`src/sv/cldu_pkg.sv`:
```
// Package of the character LCD dirty-cell updater: screen geometry, operation
// codes, controller command bytes and the job record passed front to back.
package cldu_pkg;

    localparam int ROWS        = 2;
    localparam int COLUMNS     = 16;
    localparam int CELLS       = ROWS * COLUMNS;
    localparam int CELL_W      = (CELLS > 1) ? $clog2(CELLS) : 1;
    localparam int QUEUE_DEPTH = 2;
    localparam int QPTR_W      = (QUEUE_DEPTH > 1) ? $clog2(QUEUE_DEPTH) : 1;
    localparam int QCNT_W      = $clog2(QUEUE_DEPTH + 1);

    localparam logic [1:0] OP_CELL  = 2'd0;
    localparam logic [1:0] OP_INIT  = 2'd1;
    localparam logic [1:0] OP_BLINK = 2'd2;
    localparam logic [1:0] OP_CLEAR = 2'd3;

    localparam logic [7:0] CMD_FUNCTION_SET = 8'h38;
    localparam logic [7:0] CMD_DISPLAY_ON   = 8'h0C;
    localparam logic [7:0] CMD_BLINK_ON     = 8'h0F;
    localparam logic [7:0] CMD_CLEAR        = 8'h01;
    localparam logic [7:0] CMD_SET_ADDRESS  = 8'h80;
    localparam logic [7:0] ROW1_OFFSET      = 8'h40;
    localparam logic [7:0] CHAR_SPACE       = 8'h20;

    typedef struct packed {
        logic [1:0] kind;
        logic       clr;
        logic       wr;
        logic [7:0] addr;
        logic [7:0] chr;
        logic       blink;
    } t_job;

endpackage

```
`src/sv/cldu_front.sv`:
```
// Front end: accepts items, tracks the shadow screen and screen id, and turns
// each item that needs bus beats into one job record. Depends on cldu_pkg.
module cldu_front (
    input  logic          i_clk,
    input  logic          i_rst_n,
    input  logic          i_valid,
    output logic          o_ready,
    input  logic [1:0]    i_op,
    input  logic          i_row,
    input  logic [3:0]    i_column,
    input  logic [7:0]    i_character,
    input  logic [7:0]    i_screen_id,
    input  logic          i_frame_start,
    input  logic          i_blink_on,
    input  logic          i_full,
    output logic          o_push,
    output cldu_pkg::t_job o_job
);
    import cldu_pkg::*;

    logic [7:0]       r_cells [CELLS];
    logic [CELLS-1:0] r_valid;
    logic [CELLS-1:0] n_valid;
    logic [7:0]       r_prev_screen;
    logic             r_has_drawn;

    logic              accept;
    logic              is_cell;
    logic              clr;
    logic              in_range;
    logic [CELL_W-1:0] idx;
    logic [7:0]        shadow;
    logic              wr;
    logic [7:0]        addr;

    assign o_ready  = !i_full;
    assign accept   = i_valid && o_ready;
    assign is_cell  = (i_op == OP_CELL);
    assign clr      = is_cell && i_frame_start && (!r_has_drawn || i_screen_id != r_prev_screen);
    assign in_range = (int'(i_row) < ROWS) && (int'(i_column) < COLUMNS);
    assign idx      = CELL_W'(CELL_W'(i_row) * CELL_W'(COLUMNS)) + CELL_W'(i_column);

    always_comb begin
        shadow = CHAR_SPACE;
        if (in_range && !clr && r_valid[idx]) begin
            shadow = r_cells[idx];
        end
    end

    assign wr   = is_cell && in_range && (shadow != i_character);
    assign addr = CMD_SET_ADDRESS | ((i_row ? ROW1_OFFSET : 8'h00) + {4'b0000, i_column});

    assign o_push = accept && (!is_cell || clr || wr);
    always_comb begin
        o_job.kind  = i_op;
        o_job.clr   = clr;
        o_job.wr    = wr;
        o_job.addr  = addr;
        o_job.chr   = i_character;
        o_job.blink = i_blink_on;
    end

    always_comb begin
        n_valid = r_valid;
        if (clr || (i_op == OP_CLEAR)) begin
            n_valid = '0;
        end
        if (wr) begin
            n_valid[idx] = 1'b1;
        end
    end

    always_ff @(posedge i_clk) begin
        if (!i_rst_n) begin
            r_valid       <= '0;
            r_prev_screen <= 8'h00;
            r_has_drawn   <= 1'b0;
        end else if (accept) begin
            r_valid <= n_valid;
            if (is_cell && i_frame_start) begin
                r_prev_screen <= i_screen_id;
                r_has_drawn   <= 1'b1;
            end
        end
    end

    always_ff @(posedge i_clk) begin
        if (accept && wr) begin
            r_cells[idx] <= i_character;
        end
    end

endmodule

```
`src/sv/cldu_queue.sv`:
```
// Short job queue between the front end and the bus writer.
// Depends on cldu_pkg for the job record and the depth.
module cldu_queue (
    input  logic           i_clk,
    input  logic           i_rst_n,
    input  logic           i_push,
    input  cldu_pkg::t_job i_job,
    output logic           o_full,
    input  logic           i_pop,
    output logic           o_valid,
    output cldu_pkg::t_job o_job
);
    import cldu_pkg::*;

    t_job              r_mem [QUEUE_DEPTH];
    logic [QPTR_W-1:0] r_wptr;
    logic [QPTR_W-1:0] r_rptr;
    logic [QCNT_W-1:0] r_count;
    logic              do_push;
    logic              do_pop;

    assign o_full  = (r_count == QCNT_W'(QUEUE_DEPTH));
    assign o_valid = (r_count != '0);
    assign o_job   = r_mem[r_rptr];
    assign do_push = i_push && !o_full;
    assign do_pop  = i_pop && o_valid;

    function automatic logic [QPTR_W-1:0] next_ptr(input logic [QPTR_W-1:0] p);
        next_ptr = (p == QPTR_W'(QUEUE_DEPTH - 1)) ? '0 : p + QPTR_W'(1);
    endfunction

    always_ff @(posedge i_clk) begin
        if (!i_rst_n) begin
            r_wptr  <= '0;
            r_rptr  <= '0;
            r_count <= '0;
        end else begin
            if (do_push) begin
                r_wptr <= next_ptr(r_wptr);
            end
            if (do_pop) begin
                r_rptr <= next_ptr(r_rptr);
            end
            if (do_push && !do_pop) begin
                r_count <= r_count + QCNT_W'(1);
            end else if (do_pop && !do_push) begin
                r_count <= r_count - QCNT_W'(1);
            end
        end
    end

    always_ff @(posedge i_clk) begin
        if (do_push) begin
            r_mem[r_wptr] <= i_job;
        end
    end

endmodule

```
`src/sv/cldu_back.sv`:
```
// Bus writer: steps through the beats of the job at the queue head and holds
// each beat in an output register. Depends on cldu_pkg.
module cldu_back (
    input  logic           i_clk,
    input  logic           i_rst_n,
    input  logic           i_job_valid,
    input  cldu_pkg::t_job i_job,
    output logic           o_pop,
    output logic           o_valid,
    input  logic           i_ready,
    output logic           o_register_select,
    output logic [7:0]     o_bus_byte,
    output logic           o_long_wait,
    output logic           o_last
);
    import cldu_pkg::*;

    logic [2:0] r_step;
    logic       r_o_valid;
    logic       r_rs;
    logic [7:0] r_byte;
    logic       r_long;
    logic       r_last;

    logic [2:0] beats;
    logic [2:0] k;
    logic       rs;
    logic [7:0] byte_val;
    logic       last;
    logic       load;

    always_comb begin
        beats    = 3'd1;
        rs       = 1'b0;
        byte_val = CMD_CLEAR;
        k        = r_step - {2'b00, i_job.clr};
        unique case (i_job.kind)
            OP_CELL: begin
                beats = {2'b00, i_job.clr} + {1'b0, i_job.wr, 1'b0};
                if (i_job.clr && r_step == 3'd0) begin
                    byte_val = CMD_CLEAR;
                end else if (k == 3'd0) begin
                    byte_val = i_job.addr;
                end else begin
                    rs       = 1'b1;
                    byte_val = i_job.chr;
                end
            end
            OP_INIT: begin
                beats = 3'd5;
                if (r_step < 3'd3) begin
                    byte_val = CMD_FUNCTION_SET;
                end else if (r_step == 3'd3) begin
                    byte_val = CMD_DISPLAY_ON;
                end else begin
                    byte_val = CMD_CLEAR;
                end
            end
            OP_BLINK: begin
                byte_val = i_job.blink ? CMD_BLINK_ON : CMD_DISPLAY_ON;
            end
            default: begin
                byte_val = CMD_CLEAR;
            end
        endcase
    end

    assign last  = (r_step == beats - 3'd1);
    assign load  = i_job_valid && (!r_o_valid || i_ready);
    assign o_pop = load && last;

    always_ff @(posedge i_clk) begin
        if (!i_rst_n) begin
            r_step    <= 3'd0;
            r_o_valid <= 1'b0;
        end else begin
            if (load) begin
                r_step    <= last ? 3'd0 : r_step + 3'd1;
                r_o_valid <= 1'b1;
            end else if (i_ready) begin
                r_o_valid <= 1'b0;
            end
        end
    end

    always_ff @(posedge i_clk) begin
        if (load) begin
            r_rs   <= rs;
            r_byte <= byte_val;
            r_long <= !rs && (byte_val == CMD_CLEAR);
            r_last <= last;
        end
    end

    assign o_valid           = r_o_valid;
    assign o_register_select = r_rs;
    assign o_bus_byte        = r_byte;
    assign o_long_wait       = r_long;
    assign o_last            = r_last;

endmodule

```
`src/sv/char_lcd_dirty_cell_updater_unit.sv`:
```
// Character LCD dirty-cell updater: front end, job queue and bus writer.
// Items are taken every cycle while the two-entry job queue has room.
// Throughput: one bus beat per cycle from the bus writer while i_ready holds; a
// changed cell takes two or three beats, init five, blink and clear one, an unchanged
// cell none or a clear beat. Beats go through the job queue and output register.
// Synchronous active-low reset blanks the shadow screen and empties the queue at once.
module char_lcd_dirty_cell_updater_unit (
    input  logic       i_clk,
    input  logic       i_rst_n,
    input  logic       i_valid,
    output logic       o_ready,
    input  logic [1:0] i_op,
    input  logic       i_row,
    input  logic [3:0] i_column,
    input  logic [7:0] i_character,
    input  logic [7:0] i_screen_id,
    input  logic       i_frame_start,
    input  logic       i_blink_on,
    output logic       o_valid,
    input  logic       i_ready,
    output logic       o_register_select,
    output logic [7:0] o_bus_byte,
    output logic       o_long_wait,
    output logic       o_last
);
    import cldu_pkg::*;

    logic push;
    logic full;
    logic pop;
    logic head_valid;
    t_job push_job;
    t_job head_job;

    cldu_front u_front (
        .i_clk        (i_clk),
        .i_rst_n      (i_rst_n),
        .i_valid      (i_valid),
        .o_ready      (o_ready),
        .i_op         (i_op),
        .i_row        (i_row),
        .i_column     (i_column),
        .i_character  (i_character),
        .i_screen_id  (i_screen_id),
        .i_frame_start(i_frame_start),
        .i_blink_on   (i_blink_on),
        .i_full       (full),
        .o_push       (push),
        .o_job        (push_job)
    );

    cldu_queue u_queue (
        .i_clk  (i_clk),
        .i_rst_n(i_rst_n),
        .i_push (push),
        .i_job  (push_job),
        .o_full (full),
        .i_pop  (pop),
        .o_valid(head_valid),
        .o_job  (head_job)
    );

    cldu_back u_back (
        .i_clk            (i_clk),
        .i_rst_n          (i_rst_n),
        .i_job_valid      (head_valid),
        .i_job            (head_job),
        .o_pop            (pop),
        .o_valid          (o_valid),
        .i_ready          (i_ready),
        .o_register_select(o_register_select),
        .o_bus_byte       (o_bus_byte),
        .o_long_wait      (o_long_wait),
        .o_last           (o_last)
    );

endmodule

```
`config.mk`:
```
export PLATFORM = sky130hd
export DESIGN_NAME = char_lcd_dirty_cell_updater_unit
export DESIGN_NICKNAME = d
export VERILOG_FILES = /design/src/sv/cldu_pkg.sv /design/src/sv/cldu_front.sv /design/src/sv/cldu_queue.sv /design/src/sv/cldu_back.sv /design/src/sv/char_lcd_dirty_cell_updater_unit.sv
export SDC_FILE = /design/constraint.sdc
export NUM_CORES = 1
export LEC_CHECK = 0
export ABC_AREA = 1
export BUFFER_PORTS_ARGS = -buffer_cell sky130_fd_sc_hd__buf_2
export CAP_MARGIN = 10
export CORE_MARGIN = 3
export CORE_UTILIZATION = 41
export CTS_CLUSTER_SIZE = 40
export DETAILED_ROUTE_END_ITERATION = 12
export PLACE_DENSITY_LB_ADDON = 0.05
export SLEW_MARGIN = 0
export SYNTH_ARGS = -nofsm -noshare
export SYNTH_HDL_FRONTEND = slang
export SYNTH_SLANG_ARGS = --single-unit
```
`constraint.sdc`:
```
create_clock -name i_clk -period 5.7 [get_ports i_clk]
set_input_delay 1.14 -clock i_clk [delete_from_list [all_inputs] [get_ports i_clk]]
set_output_delay 1.14 -clock i_clk [all_outputs]
set_load 0.005 [all_outputs]
```
==> run metrics, run 1 <==
run status=complete, no violations; syn avg cell area=9.977 µm²; Pint=4.637 mW; average routed wire per standard cell=19.81 µm; Post-Synth XOR/XNOR Area=0.4614%; detailed placer's ending HPWL=24,460 µm; power density over the cells=368.1 mW/mm²; initial cell density of the core=42.18%; total of max-cap violations=0; global-route wire length before repair=62,380 µm; Placed Area=0.01584 mm²; Fin Setup TNS=0 ns; number of sinks handled by clock tree synthesis=353; transition time at the pin with the least slew margin=0.9515 ns; number of instances resized during post-cts repair=0; number of antenna violations at the first check in global routing=0; Die W=198.4 µm; cts hold-fix bufs=0; synthesis-stage register bit count=353; worst IR drop on VDD=0.0002180 V; library cells used by synthesis=34; maximum fanout along the worst path=25; Gate Count Post-Synth=1,522; final setup margin=1.305 ns; master cell of the clock root buffer=clkbuf_16; Leakage=6.800 nW; num ports=42; sequential element share of the synthesized area=66.51%; Worst Setup Path Type=in -> reg; global-route usage over all layers=20.97%; Setup crit start kind=input port; complex-gate fraction of the synthesized area=6.320%; net count of the finished layout=1,600; area of all placed cells without fillers=0.01707 mm²; Core Rows=69; sequential fraction of design power=47.5%; Tmin final=4.395 ns; layout-stage area growth over the synthesis result=12.40%; dominant combinational cell family by area after synthesis=simple AND/OR/NAND/NOR gates; ratio of routed vias to standard cells=5.121; DRT Wirelength=40,750 µm; number of buffers on the longest clock path=3; Iter 0 DRT Violations=947; TritonCTS buffer count=40; fraction of the cycle the final worst path needs=77.10%; net switching power of the design=1.646 mW; combinational share of power=13.9%; nets in the synthesized netlist=1,557; endpoint required time on the critical path=5.90 ns; fraction of the mapped netlist area in adder cells=0.4944%; clock group share of total power=38.6%; DRT antenna net count=0; area of the die=0.03938 mm²; vias after detailed routing=10,533; number of global-route vias before repair=10,372; combined area of all synthesized cells=0.01518 mm²; final-layout worst hold slack=0.4631 ns; switching share of total power=26.20%; overall power consumption=6.283 mW; final weighted congestion in routability-driven placement=0.8255; Port Buffer Count=41; Post-Place Worst Slack=0.7530 ns; Final Skew=0.01171 ns; TritonCTS clock tree=built; setup violation total in the final timing report=0; clock latency of the later-clocked register in the worst-skew pair=0.54 ns; type of destination of the critical path=register; area share of and/or/nand/nor cells after synthesis=20.05%; GR Overflow Total=0; Synth Warn #=0; multiplexer fraction of the synthesized cell area=0.1978%; number of pins exceeding their max-slew limit in the final report=0; DR DRC count=0; Pre-antenna DRT Iters=5; count of H-tree levels built during CTS=2; fraction of final layout cells with drive strength greater than 1=8.339%; number of failing hold endpoints at the final stage=0; RSZ-0062 raised after global routing=no; pin count of the biggest net entering global routing=72; maximum frequency from static timing analysis=0.2275 GHz; die span in y=198.4 µm; data arrival time of the critical path=4.59 ns; total core area=0.03600 mm²; clock slew at reported path FFs=0.06 ns; Worst slew margin=36.57%; Min-Delay Path Class=reg -> reg; # Post-CTS Setup Buffers=0
-- stage by stage --
stage               util, %  cells
floorplan                 -   1522
global placement      44.01   1984
detailed placement    44.01   1984
CTS                   47.40   2056
global route          47.40   2056
finish                47.41   2057
-- power by group through the flow --
stage               clock network (mW)  registers, mW  logic (mW)
floorplan                            0           3.04       0.550
global placement                     0           3.04       0.877
detailed placement                   0           3.04       0.881
CTS                               2.49           2.99       0.883
global route                      2.58           2.99       0.992
finish                            2.43           2.98       0.871
-- Yosys cell counts --
cell type,count,share of area [%]
o21ai_0,122,4.0
nand4_1,42,1.7
a21oi_1,54,1.8
nand3b_1,3,0.15
buf_2,25,0.82
nand2_1,445,11
and3_1,1,0.041
o311ai_0,1,0.058
a211oi_1,2,0.099
buf_6,8,0.59
nor2_2,1,0.041
dfxtp_1,50,6.6
o211ai_1,3,0.15
inv_2,3,0.074
buf_1,5,0.12
xor2_1,4,0.23
a31oi_1,3,0.12
ha_1,6,0.49
o21ai_1,1,0.033
nor4_1,1,0.041
edfxtp_1,303,60
inv_1,123,3.0
nor3_1,8,0.26
nor2_4,1,0.074
nand3_1,20,0.66
clkbuf_1,18,0.44
and2_1,2,0.082
clkinv_1,3,0.074
buf_4,16,0.79
or2_2,2,0.082
mux2i_1,3,0.20
nor2_1,238,5.9
xnor2_1,4,0.23
a31o_2,1,0.058
-- state kept, by name, summed over array words and instances, names as in the netlist, named ones only --
name	count
u_back.o_bus_byte	8
u_back.o_last	1
u_back.o_long_wait	1
u_back.o_register_select	1
u_back.o_valid	1
u_back.r_step	3
u_front.r_cells	256
u_front.r_has_drawn	1
u_front.r_prev_screen	8
u_front.r_valid	32
u_queue.r_count	2
u_queue.r_mem	36
u_queue.r_rptr	1
u_queue.r_wptr	1
-- critical path, stage by stage --
cell and delay (ns):
buf_4 0.23, nand2_1 0.20, clkinv_1 0.66, nand2_1 0.23, nand2_1 0.10, o21ai_0 0.28, nand2_1 0.08, inv_1 0.06
nand2_1 0.06, nor2_1 0.14, nand3_1 0.08, nand2_1 0.11, nor2_1 0.05, nand2_1 0.05, nor2_1 0.06, nor2_4 0.29
buf_12 0.24, nand4_1 0.12, inv_1 0.36
-- metal layers --
metal | vias up | part of all wire [%] | track usage, %
li1 | 5144 | - | -
met1 | 5044 | 46 | 29.58
met2 | 284 | 46 | 33.52
met3 | 61 | 5.4 | 3.692
met4 | 0 | 2.2 | 6.247
met5 | - | 0 | 0
-- worst paths after layout --
path / cells after the start / start / end / slack (ns)
setup / recovery: 19 / i_column[0] / u_front.r_cells[13][5]$_DFFE_PP_ / 1.31
hold / removal: 2 / u_front.r_valid[5]$_SDFFE_PN0P_ / u_front.r_valid[5]$_SDFFE_PN0P_ / 0.46
hold reg to reg: 2 / u_front.r_valid[5]$_SDFFE_PN0P_ / u_front.r_valid[5]$_SDFFE_PN0P_ / 0.46
setup reg to reg: 19 / register / u_queue.r_count[1]$_SDFFE_PN0P_ / 2.23
-- cells in the final DEF (no fill, tap or decap), types with 4 or more instances in the layout --
cell type,Yosys,routed
clkbuf_1,18,14
edfxtp_1,303,303
buf_12,0,4
clkbuf_8,0,5
dfxtp_1,50,50
nand3_1,20,20
nand4_1,42,42
buf_2,25,40
nand2_1,445,445
ha_1,6,6
inv_1,123,123
nor3_1,8,8
a21oi_1,54,54
xnor2_1,4,4
o21ai_0,122,122
nor2_1,238,237
xor2_1,4,4
clkbuf_16,0,41
clkinv_1,3,10
buf_4,16,29
-- area by class of cell --
type / instances / area (µm²)
Fill cell: 3418 / 18930
Sequential cell: 353 / 10100
Multi-Input combinational cell: 968 / 4182
Clock buffer: 60 / 1147
Tap cell: 461 / 576.8
Timing Repair Buffer: 73 / 498.0
Inverter: 129 / 486.7
Clock inverter: 12 / 75.07
Antenna cell: 1 / 2.502
-- logic make-up after synthesis --
family / after synthesis
fa+ha+maj: 6
buf+inv: 201
compound gates: 187
flops: 353
simple gates: 764
mux: 3
xor+xnor: 8
No activity file was read; power rests on OpenSTA's default activity.
==> inputs of run 2 (changes only) <==
==> constraint.sdc (replaced) <==
create_clock -name i_clk -period 3.9 [get_ports i_clk]
set_input_delay 0.78 -clock i_clk [delete_from_list [all_inputs] [get_ports i_clk]]
set_output_delay 0.78 -clock i_clk [all_outputs]
set_load 0.005 [all_outputs]
==> run 2 against run 1 <==
Effect of this change: count of clock-buffer cells in the layout decreased by 11; critical path depth increased by 4; final cell count increased by 5.3%; hold slack got worse by 0.033 ns; sequential share of layout area decreased by 4.3 points; non-clock buffer count increased by 111; sequential power increased by 46%; critical endpoint is now u_queue.r_count[1]$_SDFFE_PN0P_; critical path type unchanged; setup slack got worse by 0.86 ns.
==> run metrics, run 2 (same netlist as run 1, synthesis figures left out) <==
number of global-route vias before repair=10,593 (+2.1%); Worst Setup Path Type=in -> reg; clock slew at reported path FFs=0.06 ns (about the same); data arrival time of the critical path=3.88 ns (-0.71 ns); cells along the critical path=buf_4 > inv_4 > buf_12 > buf_4 > nor2_1 > o21ai_0 > nand2_1 > nand2_1 > nand2_1 > nor2_1 > nand2_1 > o21ai_0 > nand2_1 > nor2_1 > and2_1 > nand4_1 > nand2_1 > inv_1 > ha_1 > a21oi_1 > o21ai_0 > o21ai_0 > a21oi_1; Largest regs=u_front.r_cells x256, u_queue.r_mem x36, u_front.r_valid x32; Min-Delay Path Class=in -> reg; Filler Cells Inserted=3,317 (-3.0%); RSZ-0062 raised after global routing=no; area of the die=0.03938 mm² (unchanged); Pint=7.082 mW (+53%); global-route wire length before repair=62,840 µm (+0.74%); initial cell density of the core=42.18% (unchanged); total area of multi-input combinational cells=0.004182 mm² (unchanged); DR DRC count=0 (unchanged); area of all placed cells without fillers=0.01842 mm² (+7.9%); pin count of the biggest net entering global routing=39 (-46%); number of pins exceeding their max-slew limit in the final report=0 (unchanged); setup violation total in the final timing report=0 (unchanged); total core area=0.03600 mm² (unchanged); Die W=198.4 µm (unchanged); Iter 0 DRT Violations=809 (-15%); maximum fanout along the worst path=18 (-28%); Placed Area=0.01709 mm² (+7.9%); fraction of final layout cells with drive strength greater than 1=14.83% (+6.5 points); clock latency of the later-clocked register in the worst-skew pair=0.56 ns (+0.02 ns); Leakage=7.493 nW (+10%); DRT Wirelength=41,020 µm (+0.68%); transition time at the pin with the least slew margin=0.7684 ns (-0.1830 ns); num ports=42 (unchanged); total of max-cap violations=0 (unchanged); number of buffers on the longest clock path=3 (unchanged); count of H-tree levels built during CTS=2 (unchanged); Pre-antenna DRT Iters=6 (+1); clock group share of total power=40.1% (+1.5 points); layout-stage area growth over the synthesis result=21.28%; final-layout worst hold slack=0.4298 ns (-0.03331 ns); Setup crit start kind=input port; Post-Place Worst Slack=-0.04767 ns (-0.8006 ns); number of antenna violations at the first check in global routing=1 (+1); net count of the finished layout=1,711 (+6.9%); highest cell delay on the worst timing path=0.28 ns (-0.38 ns); Largest register FFs=256 (unchanged); top register by number of flip-flops=u_front.r_cells; maximum frequency from static timing analysis=0.2896 GHz; Fin Setup TNS=0 ns (unchanged); sequential fraction of design power=45.8% (-1.7 points); fraction of the cycle the final worst path needs=88.53%; detailed placer's ending HPWL=27,590 µm (+13%); global-route usage over all layers=21.19% (+0.22 points); Final Skew=0.02220 ns (+0.01048 ns); worst IR drop on VDD=0.0003432 V (+57%); final setup margin=0.4475 ns (-0.8578 ns); run status=complete, no violations; share of the core filled with cells=51.16% (+3.7 points); most frequent cells in the layout=445 x nand2_1, 303 x edfxtp_1, 237 x nor2_1, 123 x inv_1, 122 x o21ai_0; Port Buffer Count=41 (unchanged); DRT antenna net count=0 (unchanged); # Post-CTS Setup Buffers=0 (unchanged); die span in y=198.4 µm (unchanged); number of instances resized during post-cts repair=0 (unchanged); cts hold-fix bufs=0 (unchanged); TritonCTS clock tree=built; average routed wire per standard cell=18.93 µm (-4.4%); master cell of the clock root buffer=clkbuf_16; TritonCTS buffer count=40 (unchanged); endpoint required time on the critical path=4.33 ns (-1.57 ns); most used cell along the critical path=nand2_1; ratio of routed vias to standard cells=5.006 (-2.2%); vias after detailed routing=10,847 (+3.0%); final weighted congestion in routability-driven placement=0.8725 (+5.7%); Tmin final=3.453 ns; FF+latch area=0.01010 mm² (unchanged); Core Rows=69 (unchanged); Worst slew margin=48.70% (+12 points); power density over the cells=516.3 mW/mm² (+40%); GR Overflow Total=0 (unchanged); type of destination of the critical path=register; most frequent standard cell in the layout excluding fill and tap cells=nand2_1; number of failing hold endpoints at the final stage=0 (unchanged); net switching power of the design=2.427 mW (+47%); number of sinks handled by clock tree synthesis=353 (unchanged); Inserted Diodes=0 (-1); CP max-delay cell=ha_1; combinational share of power=14.0% (about the same); switching share of total power=25.52% (-0.67 points)
==> run 2: changes by cell type in the layout (fill, tap and decap cells not counted), moves of 5 or more <==
cell / previous run / this run
clkbuf_1: 14 / 8
bufinv_16: 1 / 6
clkinv_2: 3 / 8
buf_12: 4 / 37
buf_4: 29 / 107
clkbuf_8: 5 / 0
==> run 2: area by class of cell <==
| type | count | share of cell area, % |
|---|---|---|
| flip-flops and latches | 353 | 54.84 |
| well taps | 461 | 3.132 |
| multi-input cells | 968 | 22.71 |
| clock inverters | 23 | 1.474 |
| repair buffers | 184 | 9.471 |
| inverters | 129 | 2.643 |
| clock buffers | 49 | 5.734 |
==> run 2: path summary, 6_finish.rpt <==
path                                          from                               end  slack [ns]  cells after the start
min reg2reg       u_front.r_has_drawn$_SDFFE_PN0P_  u_front.r_has_drawn$_SDFFE_PN0P_        0.46                      2
min                                     i_blink_on     u_queue.r_mem[0][0]$_DFFE_PP_        0.43                      1
max reg2reg  u_front.r_prev_screen[7]$_SDFFE_PN0P_   u_queue.r_count[1]$_SDFFE_PN0P_        0.80                     23
max                                    i_column[0]   u_queue.r_count[1]$_SDFFE_PN0P_        0.45                     23
==> run 2: per-layer routing <==
metal	vias to the layer above	track usage (%)	wire length (µm)	share of wire, %
li1	5373	-	-	-
met1	5158	29.70	19050	46
met2	249	33.92	18820	46
met3	67	3.083	1839	4.5
met4	0	7.652	1303	3.2
met5	-	0	0	0
==> run 2: per-stage QoR <==
| stage | std cells | total power, mW |
|---|---|---|
| 6_report | 2167 | 9.509 |
| 5_1_grt | 2167 | 9.934 |
| 4_1_cts | 2167 | 9.643 |
| 3_5_place_dp | 2095 | 5.785 |
| 3_3_place_gp | 2095 | 5.778 |
| 2_1_floorplan | 1522 | 5.249 |
==> run 2: worst max-delay path, delay by kind of cell <==
| kind | cells | cell delay (ns) |
|---|---|---|
| AND/OR/NAND/NOR | 11 | 1.22 |
| buffers and inverters | 5 | 0.71 |
| AO/OA/AOI/OAI | 6 | 0.87 |
| adder cells (fa/ha/maj) | 1 | 0.28 |
==> run 2: power groups by stage <==
stage	sequential [mW]	clock, mW	combinational [mW]
finish	4.36	3.82	1.33
global route	4.38	4.06	1.50
CTS	4.36	3.93	1.35
detailed placement	4.44	0	1.35
global placement	4.44	0	1.34
floorplan	4.45	0	0.803
==> inputs of run 3 (changes only) <==
--- a/config.mk
+++ b/config.mk
@@ -6,10 +6,11 @@
 export NUM_CORES = 1
 export LEC_CHECK = 0
 export ABC_AREA = 1
+export ABC_CLOCK_PERIOD_IN_PS = 3900
 export BUFFER_PORTS_ARGS = -buffer_cell sky130_fd_sc_hd__buf_2
 export CAP_MARGIN = 10
 export CORE_MARGIN = 3
-export CORE_UTILIZATION = 41
+export CORE_UTILIZATION = 40
 export CTS_CLUSTER_SIZE = 40
 export DETAILED_ROUTE_END_ITERATION = 12
 export PLACE_DENSITY_LB_ADDON = 0.05
==> run 3 against run 2 <==
Effect of this change: die area rose by 2.4%; clock power is 4% lower; count of clock-buffer cells in the layout is 8 higher; fmax grew 1.7%; register-to-register slack lost 0.09 ns; largest power group unchanged.
==> run metrics, run 3 (same netlist as run 1, synthesis figures left out) <==
run status=complete, no violations; CP max-delay cell=nor3_1; number of buffers on the longest clock path=3 (unchanged); count of H-tree levels built during CTS=2 (unchanged); Setup crit end=u_queue.r_count[1]$_SDFFE_PN0P_; DRT antenna net count=0 (unchanged); fraction of final layout cells with drive strength greater than 1=12.77% (-2.1 points); data arrival time of the critical path=3.83 ns (-0.05 ns); Register-to-Register Setup Slack=0.71 ns (-0.09 ns); total of max-cap violations=0 (unchanged); Min-Delay Path Class=in -> reg; worst IR drop on VDD=0.0003435 V (about the same); Iter 0 DRT Violations=701 (-13%); clock slew at reported path FFs=0.06 ns (about the same); net count of the finished layout=1,678 (-1.9%); die span in y=200.8 µm (+1.2%); number of sinks handled by clock tree synthesis=353 (unchanged); final weighted congestion in routability-driven placement=0.8426 (-3.4%); master cell of the clock root buffer=clkbuf_16; Leakage=7.298 nW (-2.6%); Final Skew=0.01440 ns (-0.007802 ns); Cell Count Post-Placement=2,104 (+0.43%); cells along the critical path=buf_2 > inv_1 > nor3_1 > buf_4 > nand2_1 > nand2_1 > nor2_1 > nand2_1 > nand3_1 > nand2_1 > nand2_1 > nor2_1 > and2_1 > nand4_1 > nand2_1 > inv_1 > ha_1 > a21oi_1 > o21ai_0 > o21ai_0 > a21oi_1; Setup crit start kind=input port; TritonCTS buffer count=41 (+2.5%); destination of the worst register-to-register timing path=u_queue.r_count[1]$_SDFFE_PN0P_; initial cell density of the core=40.99% (-1.2 points); average routed wire per standard cell=19.20 µm (+1.4%); GR Overflow Total=0 (unchanged); area of the die=0.04033 mm² (+2.4%); number of instances resized during post-cts repair=0 (unchanged); # Post-CTS Setup Buffers=0 (unchanged); total core area=0.03705 mm² (+2.9%); vias after detailed routing=10,765 (-0.76%); global-route usage over all layers=20.70% (-0.48 points); RSZ-0062 raised after global routing=no; Largest regs=u_front.r_cells x256, u_queue.r_mem x36, u_front.r_valid x32; source of the worst register-to-register timing path=u_front.r_prev_screen[7]$_SDFFE_PN0P_; number of failing hold endpoints at the final stage=0 (unchanged); startpoint of the worst hold path=i_blink_on; maximum frequency from static timing analysis=0.2946 GHz (+1.7%); Tmin final=3.394 ns (-0.05858 ns); Worst slew margin=48.89% (+0.19 points); top register by number of flip-flops=u_front.r_cells; Fin Setup TNS=0 ns (unchanged); maximum fanout along the worst path=11 (-7); detailed placer's ending HPWL=28,150 µm (+2.0%); fraction of the cycle the final worst path needs=87.02% (-1.5 points); cts hold-fix bufs=0 (unchanged); transition time at the pin with the least slew margin=0.7667 ns (-0.001761 ns); Port Buffer Count=41 (unchanged); pin count of the biggest net entering global routing=61 (+56%); most frequent standard cell in the layout excluding fill and tap cells=nand2_1; TritonCTS clock tree=built; DR DRC count=0 (unchanged); most frequent cells in the layout=445 x nand2_1, 303 x edfxtp_1, 237 x nor2_1, 123 x inv_1, 122 x o21ai_0; Worst Setup Path Type=in -> reg; Worst Setup SP=i_column[3]; Inserted Diodes=0 (unchanged); number of global-route vias before repair=10,552 (-0.39%); endpoint required time on the critical path=4.33 ns (about the same); Largest register FFs=256 (unchanged); post-layout instance count excluding filler cells=2,180 (+0.60%); ratio of routed vias to standard cells=4.938 (-1.3%); global-route wire length before repair=63,910 µm (+1.7%); number of antenna violations at the first check in global routing=0 (-1); Core Rows=70 (+1.4%); type of destination of the critical path=register; Pre-antenna DRT Iters=5 (-1); number of pins exceeding their max-slew limit in the final report=0 (unchanged); layout-stage area growth over the synthesis result=19.20%; most used cell along the critical path=nand2_1; num ports=42 (unchanged); share of the core filled with cells=48.86% (-2.3 points); cell count of the worst reg-to-reg path=23 (unchanged); setup violation total in the final timing report=0 (unchanged); DRT Wirelength=41,850 µm (+2.0%); highest cell delay on the worst timing path=0.54 ns (+0.26 ns); Die W=200.8 µm (+1.2%); clock latency of the later-clocked register in the worst-skew pair=0.56 ns (about the same); power density over the cells=517.8 mW/mm² (+0.28%)
run 3: layer usage:
layer  vias to the layer above  wire [µm]  track usage (%)
met3                        54       1565            2.757
met1                      5200      19490            28.66
li1                       5301          -                -
met2                       210      19980            34.40
met5                         -          0           0.4762
met4                         0        817            5.822
run 3: layout make-up:
type                            instances  area (µm²)
Fill cell                            3472       18950
Inverter                              129       486.7
Clock inverter                         19       146.4
Timing Repair Buffer                  150        1426
Multi-Input combinational cell        968        4182
Tap cell                              504       630.6
Clock buffer                           57        1129
Sequential cell                       353       10100
run 3: worst min-delay path by stage:
stage | end | slack (ns) | cells after the start
after floorplan | u_front.r_has_drawn$_SDFFE_PN0P_ | 0.44 | 2
after global placement | u_front.r_valid[11]$_SDFFE_PN0P_ | 0.45 | 2
after detailed placement | u_front.r_has_drawn$_SDFFE_PN0P_ | 0.45 | 2
after CTS | u_queue.r_mem[0][0]$_DFFE_PP_ | 0.39 | 1
after global routing | u_queue.r_mem[1][0]$_DFFE_PP_ | 0.41 | 1
final | u_queue.r_mem[0][0]$_DFFE_PP_ | 0.42 | 1
run 3: critical path: cells and delay by family:
family	cells	cell delay, ns
buffers and inverters	4	0.66
AO/OA/AOI/OAI	4	0.45
AND/OR/NAND/NOR	12	1.65
adder cells (fa/ha/maj)	1	0.28
run 3: stage by stage:
stage | instance area (µm²) | hold WS [ns] | setup WS (ns) | total power [mW]
global placement | 16820 | 0.4520 | -0.005567 | 5.793
detailed placement | 16820 | 0.4544 | 0.01636 | 5.806
CTS | 18100 | 0.3947 | 0.6055 | 9.488
floorplan | 15180 | 0.4363 | 0.4618 | 5.249
global route | 18100 | 0.4088 | 0.2361 | 9.815
finish | 18100 | 0.4216 | 0.5061 | 9.372
run 3: power by group:
| part | total (mW) | internal, mW | switching, mW | leakage [nW] |
|---|---|---|---|---|
| clock | 3.67 | 2.16 | 1.51 | 0.624 |
| sequential | 4.37 | 4.31 | 0.0580 | 3.15 |
| combinational | 1.34 | 0.454 | 0.885 | 3.52 |
| total | 9.37 | 6.92 | 2.45 | 7.30 |
